## config.mk

```make
export PLATFORM = sky130hd
export DESIGN_NAME = triggered_release_queue
export DESIGN_NICKNAME = d
export VERILOG_FILES = /design/src/rtl/trq_pkg.sv /design/src/rtl/triggered_release_queue.sv /design/src/rtl/trq_ram.sv /design/src/rtl/trq_cmp.sv
export SDC_FILE = /design/constraint.sdc
export NUM_CORES = 2
export LEC_CHECK = 0
export BUFFER_PORTS_ARGS = -buffer_cell sky130_fd_sc_hd__buf_4
export CORE_MARGIN = 2
export CORE_UTILIZATION = 56
export CTS_BUF_LIST = sky130_fd_sc_hd__clkbuf_2 sky130_fd_sc_hd__clkbuf_4 sky130_fd_sc_hd__clkbuf_8
export DETAILED_ROUTE_END_ITERATION = 8
export PLACE_DENSITY = 0.72
export SETUP_SLACK_MARGIN = 0.3
export SLEW_MARGIN = 0
export SYNTH_ARGS = -nofsm -noshare
export SYNTH_HDL_FRONTEND = slang
export SYNTH_SLANG_ARGS = --single-unit
export TNS_END_PERCENT = 100
```

## constraint.sdc

```tcl
create_clock -name clk_i -period 22.6 [get_ports clk_i]
set_input_delay 1.13 -clock clk_i [delete_from_list [all_inputs] [get_ports clk_i]]
set_output_delay 1.13 -clock clk_i [all_outputs]
set_load 0.005 [all_outputs]
```

## src/rtl/trq_pkg.sv

```systemverilog
// Shared types, codes and sizes of the triggered release queue.
package trq_pkg;

  localparam int DEPTH = 16;
  localparam int IW = (DEPTH > 1) ? $clog2(DEPTH) : 1;
  localparam int CW = $clog2(DEPTH + 1);

  localparam int IN_TDATA_W  = 296;
  localparam int OUT_TDATA_W = 168;

  typedef enum logic [1:0] {
    FN_ENQUEUE  = 2'd0,
    FN_NEWBLOCK = 2'd1,
    FN_CANCEL   = 2'd2
  } func_e;

  typedef enum logic [3:0] {
    ST_QUEUED     = 4'd0,
    ST_NO_TRIGGER = 4'd1,
    ST_BOTH       = 4'd2,
    ST_NEGATIVE   = 4'd3,
    ST_DUPLICATE  = 4'd4,
    ST_FULL       = 4'd5,
    ST_CANCELLED  = 4'd6,
    ST_NOT_FOUND  = 4'd7,
    ST_RELEASED   = 4'd8,
    ST_NONE_READY = 4'd9
  } status_e;

  typedef enum logic [2:0] {
    S_IDLE,
    S_READ,
    S_EVAL,
    S_FIN,
    S_RESP
  } state_e;

  typedef struct packed {
    logic [63:0] trigger;
    logic        by_height;
    logic [31:0] handle;
    logic [63:0] key;
  } slot_t;

  typedef struct packed {
    logic key_match;
    logic ready;
  } cmp_res_t;

endpackage

```

## src/rtl/triggered_release_queue.sv

```systemverilog
// Top level of the triggered release queue: sequencer, entry table and output register.
//
// Use: one operation arrives per slave transaction, func in tuser: enqueue,
// new block or cancel. Each operation gives result transactions on the
// master side, status in tuser, the final one marked by tlast. Enqueue and
// cancel give one result; a new block gives one per released entry in queue
// order, or a single "none ready" result. func 3 is taken and gives nothing.
// The block takes one operation at a time; s_axis_tready_o is low while an
// operation is in progress.
// Sequencing: the sequencer walks the table through the shared compare unit,
// one stored entry at a time: RAM read in S_READ, then compare and compaction
// write in S_EVAL.
// A rejected enqueue that fails its trigger checks skips the walk and goes straight to S_RESP.
// Stalls: the result register holds its transaction while m_axis_tready_i is
// low; the scan waits on it and nothing is lost.
// Reset: clears the entry count and the control state; table contents are
// left as they are and are never read before being written.
module triggered_release_queue (
  input  logic                               clk_i,
  input  logic                               rst_ni,
  input  logic                               s_axis_tvalid_i,
  output logic                               s_axis_tready_o,
  // entry_key, entry_handle, has_height, has_time, height_value, time_value,
  // chain_height, chain_time, zero pad
  input  logic [trq_pkg::IN_TDATA_W-1:0]     s_axis_tdata_i,
  // func
  input  logic [1:0]                         s_axis_tuser_i,
  output logic                               m_axis_tvalid_o,
  input  logic                               m_axis_tready_i,
  // out_key, out_handle, out_by_height, out_trigger, zero pad
  output logic [trq_pkg::OUT_TDATA_W-1:0]    m_axis_tdata_o,
  // status
  output logic [3:0]                         m_axis_tuser_o,
  output logic                               m_axis_tlast_o
);

  trq_pkg::state_e    state_q, state_d;
  logic [trq_pkg::CW-1:0] idx_q, idx_d, wr_q, wr_d, count_q, count_d;
  logic               found_q, found_d;
  logic               pend_valid_q, pend_valid_d;
  trq_pkg::slot_t     pend_q, pend_d;
  logic [1:0]         func_q, func_d;
  logic [63:0]        key_q, key_d;
  logic [31:0]        handle_q, handle_d;
  logic               by_height_q, by_height_d;
  logic [63:0]        trig_q, trig_d;
  logic [31:0]        ch_q, ch_d;
  logic [63:0]        ct_q, ct_d;
  trq_pkg::status_e   status_q, status_d;

  logic               out_valid_q, out_valid_d;
  trq_pkg::status_e   out_status_q, out_status_d;
  trq_pkg::slot_t     out_slot_q, out_slot_d;
  logic               out_last_q, out_last_d;
  logic               out_load, out_free;

  logic               ram_we;
  logic [trq_pkg::IW-1:0] ram_waddr;
  trq_pkg::slot_t     ram_wdata, ram_rdata;
  trq_pkg::cmp_res_t  cmp_res;

  logic               in_accept;
  logic               in_hh, in_ht, in_neg;
  logic [31:0]        in_hval;
  logic [63:0]        in_tval;

  assign in_hh   = s_axis_tdata_i[96];
  assign in_ht   = s_axis_tdata_i[97];
  assign in_hval = s_axis_tdata_i[129:98];
  assign in_tval = s_axis_tdata_i[193:130];
  assign in_neg  = (in_hh && in_hval[31]) || (in_ht && in_tval[63]);

  assign s_axis_tready_o = (state_q == trq_pkg::S_IDLE);
  assign in_accept       = s_axis_tvalid_i && s_axis_tready_o;
  assign out_free        = !out_valid_q || m_axis_tready_i;

  trq_ram #(
    .WIDTH ($bits(trq_pkg::slot_t)),
    .DEPTH (trq_pkg::DEPTH)
  ) u_ram (
    .clk_i   (clk_i),
    .we_i    (ram_we),
    .waddr_i (ram_waddr),
    .wdata_i (ram_wdata),
    .raddr_i (idx_q[trq_pkg::IW-1:0]),
    .rdata_o (ram_rdata)
  );

  trq_cmp u_cmp (
    .key_i          (key_q),
    .chain_height_i (ch_q),
    .chain_time_i   (ct_q),
    .slot_i         (ram_rdata),
    .res_o          (cmp_res)
  );

  always_comb begin
    state_d      = state_q;
    idx_d        = idx_q;
    wr_d         = wr_q;
    count_d      = count_q;
    found_d      = found_q;
    pend_valid_d = pend_valid_q;
    pend_d       = pend_q;
    func_d       = func_q;
    key_d        = key_q;
    handle_d     = handle_q;
    by_height_d  = by_height_q;
    trig_d       = trig_q;
    ch_d         = ch_q;
    ct_d         = ct_q;
    status_d     = status_q;
    out_load     = 1'b0;
    out_status_d = out_status_q;
    out_slot_d   = out_slot_q;
    out_last_d   = out_last_q;
    ram_we       = 1'b0;
    ram_waddr    = wr_q[trq_pkg::IW-1:0];
    ram_wdata    = ram_rdata;

    unique case (state_q)
      trq_pkg::S_IDLE: begin
        if (in_accept) begin
          func_d       = s_axis_tuser_i;
          key_d        = s_axis_tdata_i[63:0];
          handle_d     = s_axis_tdata_i[95:64];
          by_height_d  = in_hh;
          trig_d       = in_hh ? {{32{in_hval[31]}}, in_hval} : in_tval;
          ch_d         = s_axis_tdata_i[225:194];
          ct_d         = s_axis_tdata_i[289:226];
          idx_d        = '0;
          wr_d         = '0;
          found_d      = 1'b0;
          pend_valid_d = 1'b0;
          unique case (s_axis_tuser_i)
            trq_pkg::FN_ENQUEUE: begin
              priority if (!in_hh && !in_ht) begin
                status_d = trq_pkg::ST_NO_TRIGGER;
                state_d  = trq_pkg::S_RESP;
              end else if (in_hh && in_ht) begin
                status_d = trq_pkg::ST_BOTH;
                state_d  = trq_pkg::S_RESP;
              end else if (in_neg) begin
                status_d = trq_pkg::ST_NEGATIVE;
                state_d  = trq_pkg::S_RESP;
              end else begin
                state_d  = trq_pkg::S_READ;
              end
            end
            trq_pkg::FN_NEWBLOCK,
            trq_pkg::FN_CANCEL: state_d = trq_pkg::S_READ;
            default:            state_d = trq_pkg::S_IDLE;
          endcase
        end
      end

      trq_pkg::S_READ: begin
        state_d = (idx_q == count_q) ? trq_pkg::S_FIN : trq_pkg::S_EVAL;
      end

      trq_pkg::S_EVAL: begin
        unique case (func_q)
          trq_pkg::FN_ENQUEUE: begin
            if (cmp_res.key_match) begin
              found_d = 1'b1;
            end
            idx_d   = idx_q + 1'b1;
            state_d = trq_pkg::S_READ;
          end
          trq_pkg::FN_CANCEL: begin
            if (cmp_res.key_match && !found_q) begin
              found_d = 1'b1;
            end else begin
              ram_we = 1'b1;
              wr_d   = wr_q + 1'b1;
            end
            idx_d   = idx_q + 1'b1;
            state_d = trq_pkg::S_READ;
          end
          trq_pkg::FN_NEWBLOCK: begin
            if (cmp_res.ready) begin
              if (!pend_valid_q || out_free) begin
                if (pend_valid_q) begin
                  out_load     = 1'b1;
                  out_status_d = trq_pkg::ST_RELEASED;
                  out_slot_d   = pend_q;
                  out_last_d   = 1'b0;
                end
                pend_d       = ram_rdata;
                pend_valid_d = 1'b1;
                idx_d        = idx_q + 1'b1;
                state_d      = trq_pkg::S_READ;
              end
            end else begin
              ram_we  = 1'b1;
              wr_d    = wr_q + 1'b1;
              idx_d   = idx_q + 1'b1;
              state_d = trq_pkg::S_READ;
            end
          end
          default: state_d = trq_pkg::S_IDLE;
        endcase
      end

      trq_pkg::S_FIN: begin
        unique case (func_q)
          trq_pkg::FN_ENQUEUE: begin
            state_d = trq_pkg::S_RESP;
            priority if (found_q) begin
              status_d = trq_pkg::ST_DUPLICATE;
            end else if (count_q == trq_pkg::CW'(trq_pkg::DEPTH)) begin
              status_d = trq_pkg::ST_FULL;
            end else begin
              status_d            = trq_pkg::ST_QUEUED;
              ram_we              = 1'b1;
              ram_waddr           = count_q[trq_pkg::IW-1:0];
              ram_wdata.key       = key_q;
              ram_wdata.handle    = handle_q;
              ram_wdata.by_height = by_height_q;
              ram_wdata.trigger   = trig_q;
              count_d             = count_q + 1'b1;
            end
          end
          trq_pkg::FN_CANCEL: begin
            count_d  = wr_q;
            status_d = found_q ? trq_pkg::ST_CANCELLED : trq_pkg::ST_NOT_FOUND;
            state_d  = trq_pkg::S_RESP;
          end
          trq_pkg::FN_NEWBLOCK: begin
            count_d = wr_q;
            if (!pend_valid_q) begin
              status_d = trq_pkg::ST_NONE_READY;
              state_d  = trq_pkg::S_RESP;
            end else if (out_free) begin
              out_load     = 1'b1;
              out_status_d = trq_pkg::ST_RELEASED;
              out_slot_d   = pend_q;
              out_last_d   = 1'b1;
              pend_valid_d = 1'b0;
              state_d      = trq_pkg::S_IDLE;
            end
          end
          default: state_d = trq_pkg::S_IDLE;
        endcase
      end

      trq_pkg::S_RESP: begin
        if (out_free) begin
          out_load     = 1'b1;
          out_status_d = status_q;
          out_slot_d   = '0;
          out_last_d   = 1'b1;
          state_d      = trq_pkg::S_IDLE;
        end
      end

      default: state_d = trq_pkg::S_IDLE;
    endcase
  end

  assign out_valid_d = out_load ? 1'b1 : (m_axis_tready_i ? 1'b0 : out_valid_q);

  always_ff @(posedge clk_i or negedge rst_ni) begin
    if (!rst_ni) begin
      state_q      <= trq_pkg::S_IDLE;
      idx_q        <= '0;
      wr_q         <= '0;
      count_q      <= '0;
      found_q      <= 1'b0;
      pend_valid_q <= 1'b0;
      out_valid_q  <= 1'b0;
    end else begin
      state_q      <= state_d;
      idx_q        <= idx_d;
      wr_q         <= wr_d;
      count_q      <= count_d;
      found_q      <= found_d;
      pend_valid_q <= pend_valid_d;
      out_valid_q  <= out_valid_d;
    end
  end

  always_ff @(posedge clk_i) begin
    pend_q       <= pend_d;
    func_q       <= func_d;
    key_q        <= key_d;
    handle_q     <= handle_d;
    by_height_q  <= by_height_d;
    trig_q       <= trig_d;
    ch_q         <= ch_d;
    ct_q         <= ct_d;
    status_q     <= status_d;
    out_status_q <= out_status_d;
    out_slot_q   <= out_slot_d;
    out_last_q   <= out_last_d;
  end

  assign m_axis_tvalid_o = out_valid_q;
  assign m_axis_tuser_o  = out_status_q;
  assign m_axis_tlast_o  = out_last_q;
  assign m_axis_tdata_o  = {{(trq_pkg::OUT_TDATA_W - $bits(trq_pkg::slot_t)){1'b0}},
                            out_slot_q};

  a_count_bound: assert property (@(posedge clk_i) disable iff (!rst_ni)
    count_q <= trq_pkg::CW'(trq_pkg::DEPTH))
    else $error("entry count beyond table depth");

  a_no_overwrite: assert property (@(posedge clk_i) disable iff (!rst_ni)
    out_load |-> (!out_valid_q || m_axis_tready_i))
    else $error("result register overwritten while stalled");

  a_compact_order: assert property (@(posedge clk_i) disable iff (!rst_ni)
    wr_q <= idx_q)
    else $error("compaction write index ahead of read index");

  a_eval_in_range: assert property (@(posedge clk_i) disable iff (!rst_ni)
    (state_q == trq_pkg::S_EVAL) |-> (idx_q < count_q))
    else $error("entry evaluated beyond the filled part of the table");

endmodule

```

## src/rtl/trq_ram.sv

```systemverilog
// Generic single write port RAM with registered read.
module trq_ram #(
  parameter int WIDTH = 8,
  parameter int DEPTH = 16
) (
  input  logic                                         clk_i,
  input  logic                                         we_i,
  input  logic [((DEPTH > 1) ? $clog2(DEPTH) : 1)-1:0] waddr_i,
  input  logic [WIDTH-1:0]                             wdata_i,
  input  logic [((DEPTH > 1) ? $clog2(DEPTH) : 1)-1:0] raddr_i,
  output logic [WIDTH-1:0]                             rdata_o
);

  logic [WIDTH-1:0] mem_q [DEPTH];
  logic [WIDTH-1:0] rdata_q;

  always_ff @(posedge clk_i) begin
    if (we_i) begin
      mem_q[waddr_i] <= wdata_i;
    end
    rdata_q <= mem_q[raddr_i];
  end

  assign rdata_o = rdata_q;

endmodule

```

## src/rtl/trq_cmp.sv

```systemverilog
// Shared compare unit: key match and trigger readiness of one stored entry.
module trq_cmp (
  input  logic                  [63:0] key_i,
  input  logic signed           [31:0] chain_height_i,
  input  logic signed           [63:0] chain_time_i,
  input  trq_pkg::slot_t               slot_i,
  output trq_pkg::cmp_res_t            res_o
);

  logic signed [63:0] chain_val;

  assign chain_val = slot_i.by_height ? {{32{chain_height_i[31]}}, chain_height_i}
                                      : chain_time_i;

  assign res_o.key_match = (slot_i.key == key_i);
  assign res_o.ready     = (chain_val >= $signed(slot_i.trigger));

endmodule

```

## Yosys cells after proc, flatten, opt, wreduce, memory -nomap -nowiden

Memories as Yosys holds them, arrays and structs flattened. A register that Yosys moved wholly into a read port is not among the register bits.
Index checks and enable logic that the tools add are counted.

| storage, ports and cells | value |
|---|---|
| register bits after elaboration | 611 |
| bits in writable memories | 2576 |
| memories | 1 |

Memories:

| name | depth | width | rd ports | clocked after Yosys merged registers in | write ports | line | text |
|---|---|---|---|---|---|---|---|
| u_ram.mem_q | 16 | 161 | 1 | 1 | 1 | trq_ram.sv:14 | `logic [WIDTH-1:0] mem_q [DEPTH];` |

| cells by class | value |
|---|---|
| add/subtract/negate cells | 3 |
| order comparisons | 1 |
| equal/unequal tests | 34 |
| multiplexer cells | 103 |
| reduce and logical (&&, ||, !) cells | 37 |

Operator list:

| operator | number |
|---|---|
| $mux W161 | 12 |
| $pmux W161 S3 | 1 |
| $mux W64 | 2 |
| $mux W4 | 18 |
| $eq A64 B64 Y1 | 1 |
| $ge A64 B64 Y1 | 1 |
| $pmux W5 S2 | 5 |
| $mux W5 | 7 |
| $mux W1 | 34 |
| $mux W3 | 10 |
| $ne A3 B3 Y1 const B | 8 |
| $pmux W4 S3 | 2 |
| $ne A2 B2 Y1 const B | 10 |
| $pmux W3 S2 | 3 |
| $add A5 B1 Y5 const B | 3 |
| $pmux W3 S5 | 1 |
| $reduce_and A4 Y1 | 3 |
| $reduce_and A6 Y1 | 2 |
| $reduce_and A5 Y1 | 2 |
| $pmux W1 S3 | 3 |
| $reduce_and A9 Y1 | 1 |
| $pmux W1 S2 | 4 |
| $pmux W4 S2 | 1 |
| $reduce_bool A2 Y1 | 4 |
| other kinds (20) | 40 |

## Logic depth before layout (Yosys ltp)

| logic depth | value |
|---|---|
| depth in word-level cells | 8 |
| mapped depth | 15 |
| depth with buffers taken out | 12 |

## Hierarchy

From an unflattened synthesis, not the netlist that was laid out.

| unflattened totals | value |
|---|---|
| cell total of the unflattened synthesis | 5898 |
| area, all modules | 126877.9 µm² |

Modules (own cells, without submodules):

| module | times used | cells an instance | area each (µm²) | sequential area each (µm²) |
|---|---|---|---|---|
| trq_ram | 1 | 4195 | 99943.4 | 80577.3 |
| triggered_release_queue | 1 | 1282 | 23901.7 | 18242.5 |
| trq_cmp | 1 | 421 | 3032.9 | 0.0 |

## Least setup slack after synthesis

OpenSTA, ideal clock, no wires.

| path | value |
|---|---|
| kind | register -> register |
| from | reg u_ram.rdata_q[96] (netlist: u_ram.rdata_o[96]) (read register of u_ram.mem_q) |
| to | reg out_slot_q (netlist bit m_axis_tdata_o[0]), enable pin |
| setup time | 942 ps |
| arrival time | 15101 ps |
| data required time | 21658 ps |
| setup slack | 6557 ps |
| stages on the path, launching flop included | 14 |
| buffers on the path | 2 |
| cells stage by stage | dfxtp_1 -> clkbuf_1 -> buf_1 -> mux2_2 -> ha_1 -> a21oi_1 -> o21ai_0 -> or2b_2 -> a31oi_1 -> or4_4 -> o21bai_2 -> a31oi_1 -> o21ai_0 -> a21boi_0 |

| between the ends | value |
|---|---|
| longest elaborated chain between the ends | 4 |

RTL lines:

| what | line | text |
|---|---|---|
| start: declaration | trq_ram.sv:15 | `logic [WIDTH-1:0] rdata_q;` |
| $mux W64 | trq_cmp.sv:12 | `assign chain_val = slot_i.by_height ? {{32{chain_height_i[31]}}, chain_height_i}` |
| $ge A64 B64 Y1 | trq_cmp.sv:16 | `assign res_o.ready = (chain_val >= $signed(slot_i.trigger));` |
| $ne A2 B2 Y1 (no source line) | n/a |  |
| $reduce_and A9 Y1 (no source line) | n/a |  |
| end signal: assignment | triggered_release_queue.sv:294 | `out_slot_q <= out_slot_d;` |
| end: declaration | triggered_release_queue.sv:53 | `trq_pkg::slot_t out_slot_q, out_slot_d;` |

Every way passes these cells.
A chain may end at the register's enable or synchronous reset.

## Worst setup path after layout

| path | value |
|---|---|
| from | reg u_ram.rdata_q[96] (netlist: u_ram.rdata_o[96]) (read register of u_ram.mem_q) |
| to | mem u_ram.mem_q[5][75] (netlist bit), enable pin |

| between the ends | value |
|---|---|
| longest elaborated chain between the ends | 7 |

RTL lines:

| what | line | text |
|---|---|---|
| $mux W64 | trq_cmp.sv:12 |  |
| $ge A64 B64 Y1 | trq_cmp.sv:16 |  |
| $mux W1 | triggered_release_queue.sv:181 | `if (cmp_res.ready) begin` |
| $pmux W1 S2 | triggered_release_queue.sv:162 | `unique case (func_q)` |
| $pmux W1 S2 | triggered_release_queue.sv:121 | `unique case (state_q)` |
| $mux W1 | trq_ram.sv:18 | `if (we_i) begin` |
| $mux W1 (not written as such) | trq_ram.sv:19 | `mem_q[waddr_i] <= wdata_i;` |
| end: declaration | trq_ram.sv:14 |  |

Every way passes these cells.

==> flow_summary.ini <==
[status]
status = finished clean

[routing]
routedWlPerCell_um = 29.2
via_per_inst = 6.10
routed_wl_um = 293000
drt-initial-drc-count = 7389
drt_drc_violations_left = 0
ant_nets = 0
via_count = 61228
drtPass1Iterations = 7

[setup_path]
crit_buf_inv = 4
r2r-end = u_ram.mem_q[5][75]
slowest_delay_ns = 0.94
arrival_ns = 8.84
critPathKind = flop to flop
critPathSlowestCell = buf_4
cp_top_family = buffers and inverters
r2r_slack_ns = 14.38
startpoint_type = flop
end_kind = flop
critPathRequiredTime_ns = 23.23
cp_common_cell = buf_4
cp_max_fo = 46
r2r_start = u_ram.rdata_o[96]
r2r_cells = 15
path_cells = buf_4, o21ai_0, ha_1, nand4_1, nor4_1, nand3_1, a31oi_1, or4_4, o21bai_2, a21oi_2, o21bai_2, nor3_2, buf_4, buf_4, buf_4

[grt]
grt_max_degree = 144
grt_pass1_vias = 62293
grt_pass1_wl_um = 422000
antenna_found_initial = 10
gr-total-overflow = 0
grt_use_total_pct = 25.6

[floorplan]
die_x_um = 478
die-area_sq_um = 228000
io_pins = 477
num_rows = 173
die_y_um = 478
core_area_sq_um = 223000
start_util_pct = 56.4

[power_and_ir_drop]
p_per_area_nw_per_um2 = 116
finalPower_mw = 16.7
switching_share_pct = 27.0
internal_power_mw = 12.2
vdd_drop_max_mv = 0.0804
seqPwrFrac_pct = 49.0
share_comb_of_total_power_pct = 19.5
clkPwrFrac_pct = 31.5
power_switching_mw = 4.51
power_leakage_nw = 47.3

[logic_synthesis]
synth.distinct_cells = 57
synth.avg_cell_area_sq_um = 21.9
ys.warnings.count = 0
async_flop_share_pct = 0.627
syn_inst = 5736
synth_area_sq_um = 126000
synth-edff-count = 3166
synth_top_flop_cell = edfxtp_1
ys_ff_latch = 3348
ys_seq_area_share_pct = 78.7

[place]
gp_congestion = 0.813
port_buffers = 463
dp_hpwl_um = 154000
pre_cts_ws_ns = 14.46
place_area_sq_um = 133000

[worst_hold_path]
worstHoldEndpoint = key_q[60]
hold_start = s_axis_tdata_i[60]
hold-path-cell-count = 1
hp-class = input pin to flop

[timing]
rsz0062_at_grt = false
worst_slack_ns = 14.38
final.setup.tns_ns = 0
worstMarginPinSlew_ns = 1.32
fmax_ghz = 0.122
finalCritPeriodShare_pct = 36.4
slew_violations = 0
clock_skew_ns = 0.0895
hold_viol = 0
relSlewSlack_pct = 11.3
setup_viol = 0
fin_crit_ns = 8.22

[cts]
cts_buffer_depth = 4
root_buffer = clkbuf_8
clkTransAtPathRegs_ns = 0.07
hold_buffers = 1
cts_buffers = 547
htree_levels = 6
cts_tree = built
clock-sinks = 3348
cts_resized = 0
clk_latency_ns = 1.08
cts_setup_buffers = 0

[flow_run]
cap_violations = 0

[layout]
syn2layout_area_growth_pct = 14.8
nets = 7007
mostFrequentLayoutCell = edfxtp_1
post-route-cell-area_sq_um = 144000
utilization_pct = 64.8
final_cell_mix = edfxtp_1 (3166), mux4_2 (805), clkbuf_8 (600)
final_layout_size_suffix_gt1_share_pct = 34.3
==> cell usage after synthesis (2+ instances only) <==
cell          n  area [sq um]
and2_1      164          1030
nor3_1       25           125
buf_4         7          52.6
and3_1        6          37.5
mux4_2      805         18100
ha_1         77           963
dfxtp_1     161          3220
a21oi_1      37           185
xor2_1       68           596
nand2b_1      4          25.0
nor4_1       24           150
nand4_1      22           138
nand3_1      12          60.1
nor2_1       23          86.3
a211oi_1      5          37.5
a211o_1       2          17.5
a31oi_1      11          68.8
mux2_2       61           687
a221oi_1      4          35.0
clkbuf_1    188           706
a21o_1        5          37.5
mux2i_1       9          90.1
o21bai_2      2          22.5
inv_1       145           544
edfxtp_1   3166         95100
a21boi_0      2          15.0
or2b_2        2          17.5
o21ai_0     157           786
nand2_1     405          1520
dfrtp_1      21           526
a31o_2        4          35.0
buf_1        77           289
or3_1         3          18.8
a2bb2oi_1     2          17.5
a22oi_1       4          30.0
nor2b_1       5          31.3
==> worst reg2reg max path, stage by stage, from the launching register on <==
cell      delay (ns)
dfxtp_4         0.70
buf_4           0.57
o21ai_0         0.24
ha_1            0.35
nand4_1         0.28
nor4_1          0.80
nand3_1         0.35
a31oi_1         0.54
or4_4           0.23
o21bai_2        0.19
a21oi_2         0.28
o21bai_2        0.25
nor3_2          0.32
buf_4           0.71
buf_4           0.96
buf_4           0.98
==> sequential cells by signal (all words and copies together), names as in the netlist <==
| signal | flops |
|---|---|
| key_q | 64 |
| pend_valid_q | 1 |
| by_height_q | 1 |
| state_q | 3 |
| func_q | 2 |
| ch_q | 32 |
| m_axis_tdata_o | 161 |
| status_q | 4 |
| handle_q | 32 |
| found_q | 1 |
| count_q | 5 |
| m_axis_tuser_o | 4 |
| u_ram.rdata_o | 161 |
| m_axis_tvalid_o | 1 |
| u_ram.mem_q | 2576 |
| ct_q | 64 |
| idx_q | 5 |
| wr_q | 5 |
| trig_q | 64 |
| pend_q | 161 |
| m_axis_tlast_o | 1 |
==> kinds of logic (layout without fill, tap and decap cells) <==
family	Yosys count	count (layout)	share of synthesized area [%]
and+or+nand+nor	701	701	2.62
adders and majority gates	77	77	0.767
DFF	3348	3348	78.7
AOI/OAI and AO/OA	245	245	1.11
other	1	16	0.00299
muxes	875	875	15.1
xor gates and xnor gates	69	69	0.481
buffers and inverters	420	1726	1.29
==> power by group through the flow <==
stage / logic, mW / registers [mW] / clock network (mW)
floorplan: 2.27 / 8.21 / 0
global placement: 3.17 / 8.29 / 0
detailed placement: 3.27 / 8.30 / 0
CTS: 3.28 / 8.18 / 5.34
global route: 3.52 / 8.21 / 5.61
finish: 3.26 / 8.18 / 5.26
==> worst max-delay path by stage <==
stage                           start                 end  slack [ns]  depth (start not counted)
floorplan           u_ram.rdata_o[96]   m_axis_tdata_o[0]        6.56                         13
global placement    u_ram.rdata_o[96]  u_ram.mem_q[5][69]       14.54                         15
detailed placement  u_ram.rdata_o[96]  u_ram.mem_q[5][75]       14.46                         15
CTS                 u_ram.rdata_o[96]  u_ram.mem_q[5][75]       14.43                         15
global route        u_ram.rdata_o[96]  u_ram.mem_q[5][75]       14.15                         15
finish              u_ram.rdata_o[96]  u_ram.mem_q[5][75]       14.38                         15
==> cell type report <==
type / instances / area [sq um]
inverters: 145 / 552
multi-input cells: 1974 / 25300
repair buffers: 612 / 4750
well taps: 2975 / 3720
clock buffers: 826 / 9950
clock inverters: 143 / 997
fillers: 14534 / 78400
flip-flops and latches: 3348 / 98800
diodes: 9 / 22.5
==> metrics by stage <==
| stage | std cells | hold WS (ns) |
|---|---|---|
| detailed placement | 9053 | 0.414 |
| global placement | 9053 | 0.415 |
| global route | 10028 | 0.137 |
| CTS | 10023 | 0.104 |
| floorplan | 5742 | 0.408 |
| finish | 10032 | 0.218 |
==> routing by layer <==
metal	share of wire (%)	up-vias	routed length, um	track usage (%)
met1	40	32337	116000	36.7
met3	9.0	473	26400	5.09
met5	0.0024	-	7	0
met2	49	3159	144000	40.8
met4	2.3	2	6880	7.13
li1	-	25257	-	-
No activity file was read; power rests on OpenSTA's default activity.
